`src/design/lpm_pkg.sv`:
```
// shared constants, polynomial table and inter-cell transfer type
// for the lfsr polynomial matcher; no dependencies
package lpm_pkg;

  localparam int POLY_TOTAL   = 35;
  localparam int WINDOW_COUNT = 12;
  localparam int WORD_W       = 32;
  localparam int POLY_W       = 20;
  localparam int INDEX_W      = 6;
  localparam int COUNT_W      = 4;

  // feedback polynomials, one per cell
  localparam logic [POLY_W-1:0] POLY_TABLE [POLY_TOTAL] = '{
    20'h1D258, 20'h17E04, 20'h1FF6B, 20'h13F67,
    20'h1B9EE, 20'h198D1, 20'h178C7, 20'h18A55,
    20'h15777, 20'h1D911, 20'h15769, 20'h1991F,
    20'h12BD0, 20'h1CF73, 20'h1365D, 20'h197F5,
    20'h194A0, 20'h1B279, 20'h13A34, 20'h1AE41,
    20'h180D4, 20'h17891, 20'h12E64, 20'h17C72,
    20'h19C6D, 20'h13F32, 20'h1AE14, 20'h14E76,
    20'h13C97, 20'h130CB, 20'h13750, 20'h1CB8D,
    20'hD3675, 20'h90C2D, 20'hAE6CB
  };

  // what one cell hands to the next
  typedef struct packed {
    logic               valid;
    logic [WORD_W-1:0]  word;
    logic [INDEX_W-1:0] best_index;
    logic [COUNT_W-1:0] best_count;
  } lpm_token_t;

endpackage

```
`src/design/lpm_cell.sv`:
```
// one cell of the matcher chain: scores the word against one polynomial
// and keeps the running best; uses lpm_pkg
module lpm_cell import lpm_pkg::*; (
  input  logic               clk,
  input  logic               rst,
  input  logic [INDEX_W-1:0] cell_index,
  input  lpm_token_t         token_in,
  output lpm_token_t         token_out
);

  logic [POLY_W-1:0]       poly;
  logic [WINDOW_COUNT-1:0] zero_par;
  logic [COUNT_W-1:0]      count;
  logic                    better;

  assign poly = POLY_TABLE[cell_index];

  // parity of each shifted window against the polynomial
  always_comb begin
    for (int w = 0; w < WINDOW_COUNT; w++) begin
      zero_par[w] = ~(^((token_in.word >> w) & {{(WORD_W-POLY_W){1'b0}}, poly}));
    end
  end

  assign count  = COUNT_W'($countones(zero_par));
  assign better = count > token_in.best_count;

  // control bit under reset, payload free-running
  always_ff @(posedge clk) begin
    if (rst) begin
      token_out.valid <= 1'b0;
    end else begin
      token_out.valid <= token_in.valid;
    end
    token_out.word <= token_in.word;
    if (better) begin
      token_out.best_index <= cell_index;
      token_out.best_count <= count;
    end else begin
      token_out.best_index <= token_in.best_index;
      token_out.best_count <= token_in.best_count;
    end
  end

endmodule

```
`src/design/lfsr_polynomial_matcher.sv`:
```
// top level of the lfsr polynomial matcher: a chain of lpm_cell instances
// depends on lpm_pkg and lpm_cell
//
// One 32-bit sweep word is taken on every clock where start is high; busy is
// never raised. The word walks through a chain of 35 cells, one per feedback
// polynomial, each adding one register stage. Its result is shown on
// best_index and match_count with result_valid high for exactly one cycle,
// once the word has passed the register of every cell. Results come out in
// input order, one per word, at up to one per cycle; the receiver must take
// each result in the cycle it is shown. Ties between polynomials go to the
// lowest index, and a word that scores zero everywhere reports index 0 with
// count 0.
module lfsr_polynomial_matcher import lpm_pkg::*; (
  input  logic               clk,
  input  logic               rst,
  input  logic               start,
  output logic               busy,
  input  logic [WORD_W-1:0]  sample_word,
  output logic               result_valid,
  output logic [INDEX_W-1:0] best_index,
  output logic [COUNT_W-1:0] match_count
);

  lpm_token_t chain [POLY_TOTAL+1];

  assign busy = 1'b0;

  // chain entry: fresh word with an empty best
  assign chain[0].valid      = start;
  assign chain[0].word       = sample_word;
  assign chain[0].best_index = '0;
  assign chain[0].best_count = '0;

  // one cell per polynomial
  for (genvar i = 0; i < POLY_TOTAL; i++) begin : g_cell
    lpm_cell u_cell (
      .clk        (clk),
      .rst        (rst),
      .cell_index (INDEX_W'(i)),
      .token_in   (chain[i]),
      .token_out  (chain[i+1])
    );
  end

  // chain exit
  assign result_valid = chain[POLY_TOTAL].valid;
  assign best_index   = chain[POLY_TOTAL].best_index;
  assign match_count  = chain[POLY_TOTAL].best_count;

  // checks
  a_valid_follows_chain: assert property (@(posedge clk) disable iff (rst)
    chain[POLY_TOTAL-1].valid |=> result_valid)
    else $error("result strobe lost at end of chain");

  a_count_range: assert property (@(posedge clk) disable iff (rst)
    result_valid |-> (match_count <= COUNT_W'(WINDOW_COUNT)))
    else $error("match count beyond window count");

  a_index_range: assert property (@(posedge clk) disable iff (rst)
    result_valid |-> (best_index < INDEX_W'(POLY_TOTAL)))
    else $error("best index beyond table");

  a_zero_count_index: assert property (@(posedge clk) disable iff (rst)
    (result_valid && (match_count == '0)) |-> (best_index == '0))
    else $error("zero count with nonzero index");

endmodule
```
`config.mk`:
```
export PLATFORM = sky130hd
export DESIGN_NAME = lfsr_polynomial_matcher
export DESIGN_NICKNAME = d
export VERILOG_FILES = /design/src/design/lpm_pkg.sv /design/src/design/lpm_cell.sv /design/src/design/lfsr_polynomial_matcher.sv
export SDC_FILE = /design/constraint.sdc
export NUM_CORES = 2
export LEC_CHECK = 0
export BUFFER_PORTS_ARGS = -buffer_cell sky130_fd_sc_hd__buf_2
export CAP_MARGIN = 5
export CORE_ASPECT_RATIO = 2
export CORE_MARGIN = 2
export CORE_UTILIZATION = 55
export CTS_CLUSTER_DIAMETER = 30
export CTS_CLUSTER_SIZE = 25
export DETAILED_ROUTE_END_ITERATION = 12
export PLACE_DENSITY = 0.78
export SETUP_SLACK_MARGIN = 0.3
export SLEW_MARGIN = 5
export SYNTH_ARGS = -nofsm -noshare
export SYNTH_HDL_FRONTEND = slang
export SYNTH_SLANG_ARGS = --single-unit
```
`constraint.sdc`:
```
create_clock -name clk -period 5.2 [get_ports clk]
set_input_delay 0.26 -clock clk [delete_from_list [all_inputs] [get_ports clk]]
set_output_delay 0.26 -clock clk [all_outputs]
set_load 0.05 [all_outputs]
```
* Word level (Yosys, flattened, before mapping)
Index checks and enable logic that the tools add are counted.
** Operators by class
- Shift operators :: 0
- Mux-type cells :: 34
- Div/mod/pow operators :: 0
- Order comparisons :: 35
- Add/subtract/negate cells :: 385
- Bitwise operators :: 420
- Multiply operators :: 0
- Reductions and logical operators :: 420
- Equality and inequality tests :: 0
** Operators with widths (count)
- $reduce_xor A32 Y1 :: 420
- $add A1 B1 Y2 :: 210
- $not A1 Y1 :: 420
- $add A2 B2 Y3 :: 105
- $add A3 B3 Y4 :: 35
- $add A4 B3 Y4 :: 35
- $gt A4 B4 Y1 :: 34
- $mux W4 :: 34
- $gt A4 B1 Y1 const B :: 1
** Storage, ports and cells
- Memory bits (read-only) :: 0
- Input bits :: 35
- Bits in latches :: 0
- Memories kept :: 0
- Bits in writable memories :: 0
- Logic and storage cells :: 1432
- Register bits :: 1433

* Longest topological paths before layout
- Depth in word-level cells :: 8
- Mapped depth :: 20

* Modules after synthesis
Synthesis repeated with hierarchy kept, for this count alone.
** Unflattened totals
- Cells, all modules :: 26324
- Area, all modules :: 207955.7 um2
** Modules (own cells, without submodules)
- lpm_cell (g_cell[10].u_cell ...) :: cells each 765, area each 5888.1 um2, times used 11, sequential area each 860.8 um2
- lpm_cell (g_cell[33].u_cell ...) :: cells each 758, area each 6037.0 um2, times used 9, sequential area each 860.8 um2
- lpm_cell (g_cell[25].u_cell ...) :: cells each 731, area each 5870.6 um2, times used 9, sequential area each 860.8 um2
- lpm_cell (g_cell[20].u_cell ...) :: cells each 747, area each 5901.9 um2, times used 4, sequential area each 860.8 um2
- lpm_cell (g_cell[0].u_cell) :: cells each 757, area each 6376.1 um2, times used 1, sequential area each 860.8 um2
- lpm_cell (g_cell[24].u_cell) :: cells each 760, area each 6018.3 um2, times used 1, sequential area each 860.8 um2
- lfsr_polynomial_matcher :: cells each 3, area each 15.0 um2, times used 1, sequential area each 0.0 um2

* Least setup slack after synthesis
Ideal clock, no wire load.
- Path type :: register to register
- Start :: reg g_cell[14].u_cell.token_out[20] (netlist bit)
- End :: reg g_cell[15].u_cell.token_out[0] (netlist bit)
- Slack :: -0.459 ns
- Required time :: 5.079 ns
- Buffers on the path :: 0
- Data arrival time :: 5.539 ns
- Cell stages (with the launch flop) :: 20
- Path through :: dfxtp_1 > xnor3_1 > xor2_1 > xnor3_1 > xnor2_1 > fa_1 > inv_1 > fa_1 > fa_1 > fa_1 > inv_1 > ha_1 > inv_1 > fa_1 > inv_1 > ha_1 > nor2b_1 > o211ai_1 > a21oi_1 > mux2_2
** On the way
- Longest elaborated chain between the ends :: 8
** Ends and longest elaborated chain
- start: declaration :: line lpm_cell.sv:8 : output lpm_token_t token_out
- $reduce_xor A32 Y1 :: line lpm_cell.sv:21 : zero_par[w] = ~(^((token_in.word >> w) & {{(WORD_W-POLY_W){1'b0}}, poly}));
- $not A1 Y1 :: line lpm_cell.sv:21
- $add A1 B1 Y2 (implied by the code) :: line lpm_cell.sv:25 : assign count = COUNT_W'($countones(zero_par));
- $add A2 B2 Y3 (implied by the code) :: line lpm_cell.sv:25
- $add A3 B3 Y4 (implied by the code) :: line lpm_cell.sv:25
- $add A4 B3 Y4 (implied by the code) (*) :: line lpm_cell.sv:25
- $gt A4 B4 Y1 :: line lpm_cell.sv:26 : assign better = count > token_in.best_count;
- $mux W4 (*) :: line lpm_cell.sv:36 : if (better) begin
- end: declaration :: line lpm_cell.sv:8
Mark *: on every way between the ends. The rest lies on a longest branch, timed or not.
A chain may end at the register's enable or synchronous reset.

* Worst setup path after layout
- Start :: reg g_cell[14].u_cell.token_out[25] (netlist bit)
- End :: reg g_cell[15].u_cell.token_out[0] (netlist bit)
The elaborated chain is that of the path after synthesis.

==> impl_metrics.env <==
export IMPL_via_per_inst=5.00
export IMPL_failed_checks="setup timing"
export IMPL_grt_overflow=0
export IMPL_finalInstanceArea_um2=86800
export IMPL_hold_path_class="primary input to flop"
export IMPL_synth_cells=5268
export IMPL_first_pass_iters=7
export IMPL_critical_path_startpoint="g_cell[14].u_cell.token_out[25]"
export IMPL_maxCapViolations=0
export IMPL_multi_input_area_um2=41100
export IMPL_hold_violations=0
export IMPL_crit_path_cell_trace="buf_4 > xor2_2 > xnor2_1 > xor2_2 > xnor2_1 > fa_1 > inv_1 > fa_1 > fa_1 > fa_1 > inv_1 > ha_2 > inv_2 > fa_1 > inv_2 > ha_4 > nor2b_4 > o211ai_1 > a21oi_2 > buf_6 > mux2_4"
export IMPL_crit_path_max_incr_delay_ps=590
export IMPL_syn_cell_area_um2=62800
export IMPL_worst_setup_path_start_kind="flop"
export IMPL_utilization_pct=76.5
export IMPL_cts_tree="done"
export IMPL_async_flop_share_pct=0
export IMPL_vias=40596
export IMPL_avgSynthCellArea_um2=11.9
export IMPL_rows=175
export IMPL_reg2regPathDepth=21
export IMPL_coreArea_um2=113000
export IMPL_min_period_ps=5510
export IMPL_largest_reg_flops=1376
export IMPL_crit_fanout=5
export IMPL_ys_flop_type="dfxtp_1"
export IMPL_syn_nets=5824
export IMPL_dp_hpwl_um=122000
export IMPL_r2r_start="g_cell[14].u_cell.token_out[25]"
export IMPL_antenna_found_initial=2
export IMPL_grt_pass1_wl_um=247000
export IMPL_drt_total_wl_um=175000
export IMPL_postPlaceCellArea_um2=73500
export IMPL_rsz0062_at_grt="yes"
export IMPL_max_freq_mhz=182
export IMPL_skew_ps=31.0
export IMPL_slew_violations=0
export IMPL_cts_buffers=141
export IMPL_dpl_cell_count=7581
export IMPL_layout_drive_gt1_share_pct=41.1
export IMPL_finalCritPeriodShare_pct=106
export IMPL_die_y_um=482
export IMPL_outcome="complete, but fails checks"
export IMPL_fin_setup_tns_ps=-22690
export IMPL_top_register="g_cell.u_cell.token_out"
export IMPL_setup_ws_ps=-310
export IMPL_finalSetupViolations=184
export IMPL_clk_latency_ps=790
export IMPL_layout_cells_non_filler=8113
export IMPL_relSlewSlack_pct=42.2
export IMPL_clk_pin_slew_worst_paths_ps=60
export IMPL_fp_dieW_um=243
export IMPL_cts_htree_levels=4
export IMPL_drt_iter0_drc=1190
export IMPL_ys_warn_count=0
export IMPL_slowest_stage="fa_1"
export IMPL_clockBufferDepth=3
export IMPL_io_buffers=44
export IMPL_nFillCells=6171
export IMPL_ios=47
export IMPL_cts_root_buffer="clkbuf_16"
export IMPL_reg_top3="g_cell.u_cell.token_out (1376)"
export IMPL_crit_path_end="g_cell[15].u_cell.token_out[0]"
export IMPL_initial_core_util_pct=55.4
export IMPL_yosysSeqAreaShare_pct=43.9
export IMPL_r2r_setup_slack_ps=-310
export IMPL_synth_cell_types=25
export IMPL_dieArea_um2=117000
export IMPL_tightestPinTransition_ps=861
export IMPL_ys_seq_elements=1376
export IMPL_place_gp_congestion=0.904
export IMPL_seq_area_um2=28300
export IMPL_synth_edf_count=0
export IMPL_worstSetupPathType="flop to flop"
export IMPL_setup_worst_path_end_class="flop"
export IMPL_grt_pass1_vias=46191
export IMPL_drc=0
export IMPL_wire_per_inst_um=21.6
export IMPL_cp_arrival_ps=6160
export IMPL_cp_common_cell="fa_1"
export IMPL_r2r_end="g_cell[15].u_cell.token_out[0]"
export IMPL_ant_nets=0
export IMPL_nNetsFinal=7044
export IMPL_grtUsageTotal_pct=28.0
export IMPL_area_growth_pct=38.2
export IMPL_grt_max_degree=36
export IMPL_worstPathRequired_ps=5850
export IMPL_clkSinkCount=1376
-- timing repair --
action                                  in CTS  in global routing
hold buffers                                33                  0
resized for setup                          756                437
setup buffers                              152                 81
pin swaps                                  353                260
hold endpoints to repair                    63                  0
endpoints found under the setup margin     283                283
cloned                                       2                  0
-- stage by stage --
| stage | setup WS [ps] | hold slack, ps |
|---|---|---|
| 2_1_floorplan | -96.0 | 288 |
| 3_3_place_gp | -385 | 310 |
| 3_5_place_dp | -378 | 312 |
| 4_1_cts | -287 | 55.8 |
| 5_1_grt | -472 | 100 |
| 6_report | -310 | 105 |
-- layout by cell type (no fill, tap or decap), types with 44 or more instances in the layout --
master / n
mux2_4: 127
inv_1: 419
xor2_4: 49
xnor2_4: 73
buf_2: 44
nor2b_4: 48
xnor2_2: 318
dfxtp_1: 1033
xnor2_1: 1400
dfxtp_2: 220
ha_1: 208
or2_4: 79
ha_4: 52
buf_6: 75
a21o_1: 70
xor2_1: 310
clkbuf_16: 143
buf_4: 939
nor2b_1: 81
fa_1: 217
dfxtp_4: 123
xor2_2: 135
inv_2: 60
-- critical path: cells and delay by family (launching register included) --
kind	cells	cell delay (ps)
xor gates and xnor gates	4	840
muxes	1	300
adders and majority gates	7	2950
DFF	1	330
AOI/OAI and AO/OA	2	300
and+or+nand+nor	1	140
buffers and inverters	6	530
-- cell families after synthesis --
group	count (synthesis)	synth area share (%)
DFF	1376	43.9
adders and majority gates	521	13.3
buffers and inverters	508	3.11
xor gates and xnor gates	2310	32.9
AOI/OAI and AO/OA	172	1.79
and+or+nand+nor	244	2.57
other	1	0.00597
muxes	136	2.42
-- worst min-delay path by stage --
stage | to | start | cells past startpoint | slack [ps]
after floorplan | g_cell[0].u_cell.token_out[10] | sample_word[0] | 0 | 290
after global placement | g_cell[30].u_cell.token_out[40] | g_cell[29].u_cell.token_out[40] | 0 | 310
after detailed placement | g_cell[12].u_cell.token_out[11] | g_cell[11].u_cell.token_out[11] | 0 | 310
after CTS | g_cell[0].u_cell.token_out[12] | sample_word[2] | 2 | 60
after global routing | g_cell[0].u_cell.token_out[11] | sample_word[1] | 2 | 100
final | g_cell[0].u_cell.token_out[40] | sample_word[30] | 2 | 110
-- Yosys cell counts, types with 16 or more instances --
master / count / area [µm²]
and4_1: 34 / 298
xnor2_1: 1783 / 15600
a21oi_1: 67 / 335
ha_1: 276 / 3450
or2_2: 79 / 494
mux2_2: 128 / 1440
dfxtp_1: 1376 / 27500
xor2_1: 492 / 4310
a21o_1: 70 / 526
clkbuf_1: 16 / 60.1
fa_1: 245 / 4900
inv_1: 479 / 1800
o211ai_1: 34 / 255
xnor3_1: 19 / 428
nor2b_1: 131 / 820
-- per-layer routing --
| metal | track usage [%] | vias to the layer above | share of wire [%] |
|---|---|---|---|
| met5 | 0 | - | 0.0068 |
| met4 | 23.6 | 2 | 11 |
| met3 | 4.03 | 902 | 2.8 |
| met2 | 59.7 | 1142 | 59 |
| met1 | 20.5 | 19962 | 28 |
| li1 | - | 18588 | - |
-- layout make-up --
class	instances	area share, %
multi-input cells	3386	47.4
flip-flops and latches	1376	32.6
repair buffers	1104	10.0
clock buffers	156	4.26
well taps	1504	2.17
inverters	479	2.07
clock inverters	107	1.51
diodes	1	0.00288
Power is left out: the tool's default activity adds up to more than one toggle a clock period on the data nets, which glitch-free logic cannot reach.
